File: config.mk
export PLATFORM = sky130hd
export DESIGN_NAME = rc_servo_frame_decoder_core
export DESIGN_NICKNAME = d
export VERILOG_FILES = /design/src/hdl/rcsfd_pkg.sv /design/src/hdl/rcsfd_chan_ram.sv /design/src/hdl/rc_servo_frame_decoder_core.sv
export VERILOG_INCLUDE_DIRS = /design/src /design/src/hdl
export SDC_FILE = /design/constraint.sdc
export NUM_CORES = 1
export LEC_CHECK = 0
export ABC_AREA = 1
export ABC_CLOCK_PERIOD_IN_PS = 3900
export BUFFER_PORTS_ARGS = -buffer_cell sky130_fd_sc_hd__buf_2
export CAP_MARGIN = 20
export CORE_ASPECT_RATIO = 2
export CORE_MARGIN = 5
export CORE_UTILIZATION = 28
export CTS_CLUSTER_DIAMETER = 80
export DETAILED_ROUTE_END_ITERATION = 8
export PLACE_DENSITY = 0.4
export SLEW_MARGIN = 25
export SYNTH_ARGS = -nofsm -noshare
export SYNTH_HDL_FRONTEND = slang
export SYNTH_SLANG_ARGS = --single-unit
export TNS_END_PERCENT = 1
File: constraint.sdc
create_clock -name clk -period 3.9 [get_ports clk]
set_clock_uncertainty 0.1 [all_clocks]
set_input_delay 0 -clock clk [delete_from_list [all_inputs] [get_ports clk]]
set_output_delay 0 -clock clk [all_outputs]
set_load 0.005 [all_outputs]
File: src/hdl/rc_servo_frame_decoder_core_macros.svh
// Assertion macros for the RC servo frame decoder.
`ifndef RC_SERVO_FRAME_DECODER_CORE_MACROS_SVH
`define RC_SERVO_FRAME_DECODER_CORE_MACROS_SVH

// Same-cycle implication, clocked on clk, disabled in reset.
`define RCSFD_ASSERT_IMP(lbl, ante, cons, msg) \
  lbl: assert property (@(posedge clk) disable iff (!rst_n) (ante) |-> (cons)) \
    else $error(msg);

// Next-cycle implication, clocked on clk, disabled in reset.
`define RCSFD_ASSERT_NXT(lbl, ante, cons, msg) \
  lbl: assert property (@(posedge clk) disable iff (!rst_n) (ante) |=> (cons)) \
    else $error(msg);

`endif

File: src/hdl/rcsfd_pkg.sv
// Types and constants shared by the RC servo frame decoder.
`timescale 1ns / 1ps
`default_nettype none

package rcsfd_pkg;

  localparam int CHANNELS_DEF = 14;

  localparam logic [7:0] FAILSAFE_LIMIT_RST = 8'd50;

  localparam logic [7:0] HDR0 = 8'h20;
  localparam logic [7:0] HDR1 = 8'h40;

  localparam logic [4:0] POS_HDR0    = 5'd0;
  localparam logic [4:0] POS_HDR1    = 5'd1;
  localparam logic [4:0] POS_CH0_HI  = 5'd3;
  localparam logic [4:0] POS_CSUM_LO = 5'd30;
  localparam logic [4:0] POS_LAST    = 5'd31;

  localparam logic [15:0] CSUM_BASE = 16'hFFFF;

  localparam logic CMD_BYTE = 1'b0;
  localparam logic CMD_TICK = 1'b1;

  typedef enum logic [1:0] {
    STAT_VALID    = 2'd0,
    STAT_BAD_HDR  = 2'd1,
    STAT_BAD_SUM  = 2'd2,
    STAT_FAILSAFE = 2'd3
  } status_t;

  typedef enum logic [1:0] {
    S_IDLE,
    S_READ,
    S_EMIT,
    S_STATUS
  } state_t;

endpackage

`default_nettype wire

File: src/hdl/rcsfd_chan_ram.sv
// Channel store: single-write, single-read RAM with registered read data.
`timescale 1ns / 1ps
`default_nettype none

module rcsfd_chan_ram #(
  parameter int DEPTH = rcsfd_pkg::CHANNELS_DEF,
  localparam int AW = (DEPTH > 1) ? $clog2(DEPTH) : 1
) (
  input  wire logic          clk,
  input  wire logic          wr_en,
  input  wire logic [AW-1:0] wr_addr,
  input  wire logic [15:0]   wr_data,
  input  wire logic          rd_en,
  input  wire logic [AW-1:0] rd_addr,
  output logic      [15:0]   rd_data
);

  logic [15:0] mem [DEPTH];

  always_ff @(posedge clk) begin
    if (wr_en) begin
      mem[wr_addr] <= wr_data;
    end
  end

  always_ff @(posedge clk) begin
    if (rd_en) begin
      rd_data <= mem[rd_addr];
    end
  end

endmodule

`default_nettype wire

File: src/hdl/rc_servo_frame_decoder_core.sv
// A byte or tick is taken while the sequencer is idle; a bad frame's status goes through
// the S_STATUS state, then the output register. A good frame or failsafe gives CHANNELS
// results, each by a RAM read in S_READ, then an output load in S_EMIT that waits on out_free.
// Input is held off during a burst. Reset: frame state and failsafe count cleared, limit 50;
// the channel RAM is not cleared, as each entry is written before any frame end reads it.
`timescale 1ns / 1ps
`default_nettype none

`include "rc_servo_frame_decoder_core_macros.svh"

module rc_servo_frame_decoder_core #(
  parameter int CHANNELS = rcsfd_pkg::CHANNELS_DEF
) (
  input  wire logic        clk,
  input  wire logic        rst_n,
  input  wire logic        cfg_valid,
  output logic             cfg_ready,
  input  wire logic [7:0]  cfg_data,     // failsafe_limit
  input  wire logic        in_tvalid,
  output logic             in_tready,
  input  wire logic [7:0]  in_tdata,     // [7:0] rx_byte
  input  wire logic        in_tuser,     // [0] cmd
  output logic             out_tvalid,
  input  wire logic        out_tready,
  output logic      [23:0] out_tdata,    // [3:0] channel_index, [19:4] channel_value
  output logic      [1:0]  out_tuser,    // [1:0] status
  output logic             out_tlast
);

  localparam int IDX_W = (CHANNELS > 1) ? $clog2(CHANNELS) : 1;
  localparam logic [IDX_W-1:0] IDX_LAST = IDX_W'(CHANNELS - 1);
  localparam logic [3:0] CH_COUNT = 4'(CHANNELS);

  rcsfd_pkg::state_t state_r, state_nxt;

  logic [7:0]       limit_r;
  logic [4:0]       pos_r, pos_nxt;
  logic [15:0]      sum_r, sum_nxt;
  logic             hdr_r, hdr_nxt;
  logic [7:0]       low_r, low_nxt;
  logic [7:0]       cnt_r, cnt_nxt;
  logic             zero_r, zero_nxt;
  logic [1:0]       stat_r, stat_nxt;
  logic [IDX_W-1:0] idx_r, idx_nxt;

  logic             out_valid_r, out_valid_nxt;
  logic [3:0]       out_idx_r, out_idx_nxt;
  logic [15:0]      out_val_r, out_val_nxt;
  logic [1:0]       out_stat_r, out_stat_nxt;
  logic             out_last_r, out_last_nxt;

  logic             in_acc, byte_acc, tick_acc;
  logic             fire, frame_end, frame_bad;
  logic [7:0]       cnt_inc;
  logic [4:0]       pos_m3;
  logic [3:0]       ch;
  logic             wr_en;
  logic             rd_en;
  logic [15:0]      rd_data;
  logic             out_free, load;
  logic [15:0]      expect_sum, got_sum;

  assign cfg_ready  = 1'b1;
  assign in_tready  = (state_r == rcsfd_pkg::S_IDLE);
  assign in_acc     = in_tvalid && in_tready;
  assign byte_acc   = in_acc && (in_tuser == rcsfd_pkg::CMD_BYTE);
  assign tick_acc   = in_acc && (in_tuser == rcsfd_pkg::CMD_TICK);
  assign out_free   = !out_valid_r || out_tready;

  assign pos_m3     = pos_r - rcsfd_pkg::POS_CH0_HI;
  assign ch         = pos_m3[4:1];
  assign expect_sum = rcsfd_pkg::CSUM_BASE - sum_r;
  assign got_sum    = {in_tdata, low_r};

  // Frame and failsafe bookkeeping
  always_comb begin
    pos_nxt   = pos_r;
    sum_nxt   = sum_r;
    hdr_nxt   = hdr_r;
    low_nxt   = low_r;
    cnt_nxt   = cnt_r;
    zero_nxt  = zero_r;
    stat_nxt  = stat_r;
    cnt_inc   = cnt_r + 8'd1;
    fire      = 1'b0;
    frame_end = 1'b0;
    frame_bad = 1'b0;
    wr_en     = 1'b0;
    if (tick_acc) begin
      if (limit_r > cnt_inc) begin
        cnt_nxt = cnt_inc;
      end else begin
        cnt_nxt  = 8'd0;
        fire     = 1'b1;
        zero_nxt = 1'b1;
      end
    end
    if (byte_acc) begin
      if (pos_r < rcsfd_pkg::POS_CSUM_LO) begin
        sum_nxt = sum_r + {8'd0, in_tdata};
      end
      if (pos_r == rcsfd_pkg::POS_HDR0) begin
        hdr_nxt = (in_tdata == rcsfd_pkg::HDR0);
      end else if (pos_r == rcsfd_pkg::POS_HDR1) begin
        hdr_nxt = hdr_r && (in_tdata == rcsfd_pkg::HDR1);
      end else if (!pos_r[0]) begin
        low_nxt = in_tdata;
      end else if (pos_r < rcsfd_pkg::POS_CSUM_LO) begin
        wr_en = (ch < CH_COUNT);
      end
      if (pos_r == rcsfd_pkg::POS_LAST) begin
        frame_end = 1'b1;
        zero_nxt  = 1'b0;
        if (!hdr_r) begin
          frame_bad = 1'b1;
          stat_nxt  = rcsfd_pkg::STAT_BAD_HDR;
        end else if (expect_sum != got_sum) begin
          frame_bad = 1'b1;
          stat_nxt  = rcsfd_pkg::STAT_BAD_SUM;
        end
        cnt_nxt = 8'd0;
        pos_nxt = 5'd0;
        sum_nxt = 16'd0;
        hdr_nxt = 1'b1;
      end else begin
        pos_nxt = pos_r + 5'd1;
      end
    end
  end

  // Result sequencer: next state
  always_comb begin
    state_nxt = state_r;
    case (state_r)
      rcsfd_pkg::S_IDLE: begin
        if (fire || (frame_end && !frame_bad)) begin
          state_nxt = rcsfd_pkg::S_READ;
        end else if (frame_end) begin
          state_nxt = rcsfd_pkg::S_STATUS;
        end
      end
      rcsfd_pkg::S_READ: begin
        state_nxt = rcsfd_pkg::S_EMIT;
      end
      rcsfd_pkg::S_EMIT: begin
        if (out_free) begin
          state_nxt = (idx_r == IDX_LAST) ? rcsfd_pkg::S_IDLE : rcsfd_pkg::S_READ;
        end
      end
      rcsfd_pkg::S_STATUS: begin
        if (out_free) begin
          state_nxt = rcsfd_pkg::S_IDLE;
        end
      end
      default: state_nxt = rcsfd_pkg::S_IDLE;
    endcase
  end

  // Result sequencer: outputs
  always_comb begin
    rd_en        = 1'b0;
    load         = 1'b0;
    idx_nxt      = idx_r;
    out_idx_nxt  = out_idx_r;
    out_val_nxt  = out_val_r;
    out_stat_nxt = out_stat_r;
    out_last_nxt = out_last_r;
    case (state_r)
      rcsfd_pkg::S_IDLE: begin
        idx_nxt = '0;
      end
      rcsfd_pkg::S_READ: begin
        rd_en = 1'b1;
      end
      rcsfd_pkg::S_EMIT: begin
        if (out_free) begin
          load         = 1'b1;
          idx_nxt      = idx_r + 1'b1;
          out_idx_nxt  = 4'(idx_r);
          out_val_nxt  = zero_r ? 16'd0 : rd_data;
          out_stat_nxt = zero_r ? rcsfd_pkg::STAT_FAILSAFE : rcsfd_pkg::STAT_VALID;
          out_last_nxt = (idx_r == IDX_LAST);
        end
      end
      rcsfd_pkg::S_STATUS: begin
        if (out_free) begin
          load         = 1'b1;
          out_idx_nxt  = 4'd0;
          out_val_nxt  = 16'd0;
          out_stat_nxt = stat_r;
          out_last_nxt = 1'b1;
        end
      end
      default: begin
        rd_en = 1'b0;
      end
    endcase
    if (load) begin
      out_valid_nxt = 1'b1;
    end else if (out_tready) begin
      out_valid_nxt = 1'b0;
    end else begin
      out_valid_nxt = out_valid_r;
    end
  end

  always_ff @(posedge clk) begin
    if (!rst_n) begin
      state_r     <= rcsfd_pkg::S_IDLE;
      limit_r     <= rcsfd_pkg::FAILSAFE_LIMIT_RST;
      pos_r       <= 5'd0;
      sum_r       <= 16'd0;
      hdr_r       <= 1'b1;
      low_r       <= 8'd0;
      cnt_r       <= 8'd0;
      zero_r      <= 1'b0;
      stat_r      <= rcsfd_pkg::STAT_VALID;
      idx_r       <= '0;
      out_valid_r <= 1'b0;
    end else begin
      state_r     <= state_nxt;
      if (cfg_valid && cfg_ready) begin
        limit_r <= cfg_data;
      end
      pos_r       <= pos_nxt;
      sum_r       <= sum_nxt;
      hdr_r       <= hdr_nxt;
      low_r       <= low_nxt;
      cnt_r       <= cnt_nxt;
      zero_r      <= zero_nxt;
      stat_r      <= stat_nxt;
      idx_r       <= idx_nxt;
      out_valid_r <= out_valid_nxt;
    end
  end

  always_ff @(posedge clk) begin
    out_idx_r  <= out_idx_nxt;
    out_val_r  <= out_val_nxt;
    out_stat_r <= out_stat_nxt;
    out_last_r <= out_last_nxt;
  end

  rcsfd_chan_ram #(
    .DEPTH (CHANNELS)
  ) u_chan_ram (
    .clk     (clk),
    .wr_en   (wr_en),
    .wr_addr (ch[IDX_W-1:0]),
    .wr_data ({in_tdata, low_r}),
    .rd_en   (rd_en),
    .rd_addr (idx_r),
    .rd_data (rd_data)
  );

  assign out_tvalid = out_valid_r;
  assign out_tdata  = {4'd0, out_val_r, out_idx_r};
  assign out_tuser  = out_stat_r;
  assign out_tlast  = out_last_r;

  `RCSFD_ASSERT_IMP(a_bad_frame_single,
    out_tvalid && (out_tuser == rcsfd_pkg::STAT_BAD_HDR ||
      out_tuser == rcsfd_pkg::STAT_BAD_SUM),
    out_tlast && (out_tdata == 24'd0),
    "bad frame status must be a single zeroed last transaction")
  `RCSFD_ASSERT_NXT(a_frame_end_busy,
    byte_acc && (pos_r == rcsfd_pkg::POS_LAST),
    (state_r != rcsfd_pkg::S_IDLE) && (pos_r == 5'd0) && (cnt_r == 8'd0),
    "frame end must start results and clear frame state")
  `RCSFD_ASSERT_NXT(a_failsafe_burst,
    fire,
    (state_r == rcsfd_pkg::S_READ) && zero_r && (idx_r == '0),
    "failsafe must start a zeroed burst from channel zero")
  `RCSFD_ASSERT_NXT(a_burst_last,
    load && (state_r == rcsfd_pkg::S_EMIT) && (idx_r == IDX_LAST),
    out_tvalid && out_tlast && (state_r == rcsfd_pkg::S_IDLE),
    "final channel must carry tlast and end the burst")

endmodule

`default_nettype wire
-- After elaboration in Yosys (flattened, before gate mapping)
Memories as Yosys holds them, arrays and structs flattened. A register that Yosys moved wholly into a read port is not among the register bits.
Cells that the tools add are included.
- register bits: 79
- memory bits (writable): 224
- output and inout port bits: 30
- word-level logic and storage cells: 124
- memories kept: 1
- memories (memory ; depth ; bits a word ; read ports ; clocked after memory_dff ; wr ports ; RTL line ; RTL):
    u_chan_ram.mem ; 14 ; 16 ; 1 ; 1 ; 1 ; rcsfd_chan_ram.sv:18 ; logic [15:0] mem [DEPTH];
- add/sub/neg operators: 6
- $lt $le $gt $ge: 3
- equal/unequal tests: 13
- multiplexer cells: 58
- bitwise logic cells: 4
- reductions and logical operators: 24
- operators with widths (kind ; count):
    $mux 16 ; 5
    $mux 8 ; 4
    $pmux 16 s2 ; 1
    $mux 1 ; 30
    $mux 2 ; 9
    $add 16x8->16 ; 1
    $ne 16x16->1 ; 1
    $pmux 4 s2 ; 2
    $sub 16x16->16 const A ; 1
    $mux 4 ; 3
    $reduce_and 3->1 ; 3
    $add 8x1->8 const B ; 1
    $eq 8x6->1 const B ; 1
    $eq 8x7->1 const B ; 1
    $gt 8x8->1 ; 1
    $pmux 2 s4 ; 1
    $reduce_bool 2->1 ; 4
    $reduce_and 2->1 ; 3
    $add 5x1->5 const B ; 1
    $eq 5x1->1 const B ; 1
    $eq 5x5->1 const B ; 1
    $logic_and 1x1->1 ; 5
    $logic_not 5->1 ; 1
    $lt 5x5->1 const B ; 1
    other kinds (19) ; 26

-- Longest topological paths before layout
- depth in word-level cells: 11
- depth in mapped cells: 16

-- Modules after synthesis
From an unflattened synthesis, not the netlist that was laid out.
- cells, all modules: 1457
- area, all modules: 14186.1 um2
- by module, submodules not included (module ; times used ; cells an instance ; area each (um2) ; seq. area each (um2)):
    rcsfd_chan_ram ; 1 ; 883 ; 9902.0 ; 7206.9
    rc_servo_frame_decoder_core ; 1 ; 574 ; 4284.1 ; 1811.7

-- Least setup slack after synthesis
No wires, ideal clock.
- path type: flip-flop to flip-flop
- start point: reg pos_r[0]
- end point: mem u_chan_ram.mem[12][0], enable pin
- arrival time: 2.458 ns
- setup slack: 0.930 ns
- stages on the path, launching flop included: 7
- cell sequence: dfxtp_1 inv_1 ha_1 nand3_1 nand2_1 nor4_4 nor3b_1
- longest elaborated chain between the ends: 9
- elaborated cells between the ends (all ways): 12
- those cells by class: 1 x add/sub; 2 x order compare; 1 x eq/ne; 7 x mux; 1 x reduce/logical
- ends and longest elaborated chain (element ; RTL line ; RTL):
    start, declared ; rc_servo_frame_decoder_core.sv:37 ; logic [4:0] pos_r, pos_nxt;
    start signal, assigned ; rc_servo_frame_decoder_core.sv:225 ; pos_r <= pos_nxt;
    $sub 5x2->5 ; rc_servo_frame_decoder_core.sv:70 ; assign pos_m3 = pos_r - rcsfd_pkg::POS_CH0_HI;
    $lt 4x4->1 ; rc_servo_frame_decoder_core.sv:109 ; wr_en = (ch < CH_COUNT);
    $mux 1 ; rc_servo_frame_decoder_core.sv:108 ; end else if (pos_r < rcsfd_pkg::POS_CSUM_LO) begin
    $mux 1 ; rc_servo_frame_decoder_core.sv:106 ; end else if (!pos_r[0]) begin
    $mux 1 ; rc_servo_frame_decoder_core.sv:104 ; end else if (pos_r == rcsfd_pkg::POS_HDR1) begin
    $mux 1 ; rc_servo_frame_decoder_core.sv:102 ; if (pos_r == rcsfd_pkg::POS_HDR0) begin
    $mux 1 ; rc_servo_frame_decoder_core.sv:98 ; if (byte_acc) begin
    $mux 1 ; rcsfd_chan_ram.sv:21 ; if (wr_en) begin
    $mux 1 (implied by the code) ; rcsfd_chan_ram.sv:22 ; mem[wr_addr] <= wr_data;
    end, declared ; rcsfd_chan_ram.sv:18 ;
Parallel ways exist; a longest one is shown, timed or not.

-- Worst setup path after layout
- start point: reg pos_r[0]
- end point: mem u_chan_ram.mem[12][5], enable pin
The elaborated chain is that of the path after synthesis.

==> impl_metrics.yaml <==
run_status:
  status: "finished clean"
logic_synthesis:
  yosysSeqAreaShare: 0.670
  synth-edff-count: 263
  synth_area_um2: 13500
  avgSynthCellArea_um2: 11.1
  synthCells: 1216
  ys_ff_latch: 319
  yosys_warnings: 0
  synth_flop_cell: "edfxtp_1"
  ys_types: 45
  async_flop_share: 0
worst_setup_path:
  cp.arrival_ns: 3.05
  start_kind: "flip-flop"
  r2r_slack_ns: 1.01
  cp.required_ns: 4.06
  crit_fanout: 9
  endpoint_kind: "flip-flop"
  path_class: "reg -> reg"
routing:
  drc_errors: 0
  via_per_inst: 4.72
  vias: 9297
  dr.pass1.iters: 5
  ant_nets: 0
  first_iter_violations: 441
  wl_per_cell_um: 20.3
  totalWireLength_um: 40000
sta:
  slew_violations: 0
  finalHoldViolCount: 0
  setup_violations: 0
  setup_tns_ns: 0
  slew_headroom: 0.411
  fin_crit_sh: 0.742
  finalCriticalPeriod_ns: 2.89
  rsz0062_at_grt: "no"
  fmax_mhz: 346
  worstMarginPinSlew_ns: 0.882
grt:
  antenna_found_initial: 0
  grt_max_degree: 64
  grt_usage: 0.152
  grt_pass1_vias: 9635
  overflow: 0
  grt_pass1_wl_um: 60000
final_layout:
  fillers: 4892
  fin_nets: 1359
  syn_to_final_growth_pct: 18.7
  layout_commonest_cell: "edfxtp_1"
  final_cell_mix: "edfxtp_1, nor2_1, o21ai_0"
  diodes: 0
  layout-drive-gt1-share: 0.122
placed_design:
  hpwl_um: 27000
  place_congestion: 0.808
  io_buffers: 46
floorplan:
  die_h_um: 320
  ios: 52
  start_util: 0.283
  dieWidth_um: 165
  dieArea_um2: 52800
  coreArea_um2: 47500
  rows: 113
clock_network:
  cts.clk_slew.worst_paths_ns: 0.07
  clk_latency_ns: 0.59
  numCtsBuffers: 30
  cts_root_buffer: "clkbuf_16"
  cts_buffer_depth: 3
  cts_resized: 0
  cts_tree: "yes"
  h-tree-depth: 1
  post-cts-setup-buffers: 0
  cts.sinks: 319
pwr:
  p_switching_w: 0.00205
  power_frac_comb: 0.117
  internal_power_w: 0.00575
  p_leak_nw: 5.74
  total_power_w: 0.00780
  powerDensity_nw_per_um2: 488
  pwr-share-clk: 0.377
  swShare: 0.262
  ir_drop_v: 0.000376
  p_seq_frac: 0.506
job:
  cap_violations: 0
min_path:
  hp-class: "in -> reg"
==> layer usage <==
layer	vias to the layer above	track usage	part of all wire
li1	4466	-	-
met1	4638	0.159	0.37
met2	137	0.304	0.58
met3	56	0.0135	0.024
met4	0	0.0518	0.032
met5	-	0	0
==> layout make-up <==
class / count / area, µm² / share of cell area
Multi-Input combinational cell: 747 / 3870 / 0.243
Timing Repair Buffer: 119 / 948 / 0.0594
Clock buffer: 35 / 779 / 0.0488
Tap cell: 632 / 791 / 0.0495
Clock inverter: 20 / 196 / 0.0123
Sequential cell: 319 / 9020 / 0.565
Inverter: 96 / 364 / 0.0228
==> power by group through the flow <==
stage | Clock (W) | Combinational (W) | Sequential, W
final | 0.00294 | 0.000911 | 0.00394
after global routing | 0.00315 | 0.00102 | 0.00396
after CTS | 0.00303 | 0.000936 | 0.00395
after detailed placement | 0 | 0.000900 | 0.00402
after global placement | 0 | 0.000898 | 0.00402
after floorplan | 0 | 0.000551 | 0.00397
==> worst max-delay path, stage by stage, from the launching register on <==
cell     delay [ns]
dfxtp_1        0.43
inv_1          0.13
ha_1           0.21
nand3_1        0.13
nand2_1        0.15
nor4_4         0.30
nor3b_2        0.77
buf_4          0.33
==> worst paths after layout <==
check / endpoint / cells past startpoint / from
max: u_chan_ram.mem[12][5]$_DFFE_PP_ / 7 / pos_r[0]$_SDFFE_PN0P_
min: out_tvalid$_SDFFE_PN0P_ / 5 / out_tready
max reg2reg: u_chan_ram.mem[12][5]$_DFFE_PP_ / 7 / pos_r[0]$_SDFFE_PN0P_
min reg2reg: cnt_r[6]$_SDFF_PN0_ / 2 / cnt_r[6]$_SDFF_PN0_
==> synthesized netlist by cell type, types with 2 or more instances <==
cell	number	area share
o21ai_1	8	0.0030
nand4_1	4	0.0019
o21ai_0	144	0.054
a21o_1	2	0.0011
conb_1	2	0.00056
inv_1	90	0.025
a211oi_1	6	0.0033
nor3_1	6	0.0022
a21oi_4	2	0.0024
nand3b_1	3	0.0017
nand3_1	49	0.018
xor2_1	13	0.0085
o211ai_1	5	0.0028
or2_2	2	0.00093
a21oi_1	61	0.023
edfxtp_1	263	0.59
nor2_2	2	0.00093
o221ai_1	29	0.019
buf_1	6	0.0017
clkbuf_1	35	0.0098
nor3b_1	2	0.0011
ha_1	23	0.021
nand2_1	111	0.031
dfxtp_1	56	0.083
clkinv_1	2	0.00056
nor2_1	236	0.066
o21a_1	2	0.0011
xnor2_1	2	0.0013
o22ai_1	19	0.0088
inv_2	3	0.00084
buf_2	7	0.0026
buf_4	8	0.0045
==> what timing repair did <==
item	4_1_cts	5_1_grt
hold endpoints to repair	160	0
endpoints found under the setup margin	0	0
hold buffers	38	0
==> stage by stage <==
step / utilization / area (µm²) / hold WS [ns] / worst slack (ns) / cells
2_1_floorplan: - / 13500 / -0.00113 / 0.930 / 1219
6_report: 0.336 / 16000 / 0.199 / 1.01 / 1968
4_1_cts: 0.336 / 16000 / 0.182 / 0.958 / 1968
3_3_place_gp: 0.308 / 14600 / 0.120 / 1.00 / 1875
5_1_grt: 0.336 / 16000 / 0.211 / 0.775 / 1968
3_5_place_dp: 0.308 / 14600 / 0.122 / 1.00 / 1875
==> cell families (layout without fill, tap and decap cells) <==
logic type               count (synthesis)  in the layout  share of synthesized area
other                                    2              5                   0.000558
AO/OA/AOI/OAI                          281            281                      0.119
buffers and inverters                  153            270                     0.0458
AND/OR/NAND/NOR                        422            422                      0.131
adder cells (fa/ha/maj)                 24             24                     0.0229
flip-flops                             319            319                      0.670
XOR/XNOR                                15             15                    0.00976
==> flip-flops by register name, indices dropped and copies added, names as in the netlist <==
name / flops
limit_r: 8
out_tlast: 1
sum_r: 16
out_tvalid: 1
out_idx_r: 4
stat_r: 2
u_chan_ram.mem: 224
low_r: 8
state_r: 2
out_val_r: 16
out_tuser: 2
hdr_r: 1
zero_r: 1
pos_r: 5
cnt_r: 8
idx_r: 4
u_chan_ram.rd_data: 16
Note: power is estimated with default switching activity, not from simulation.
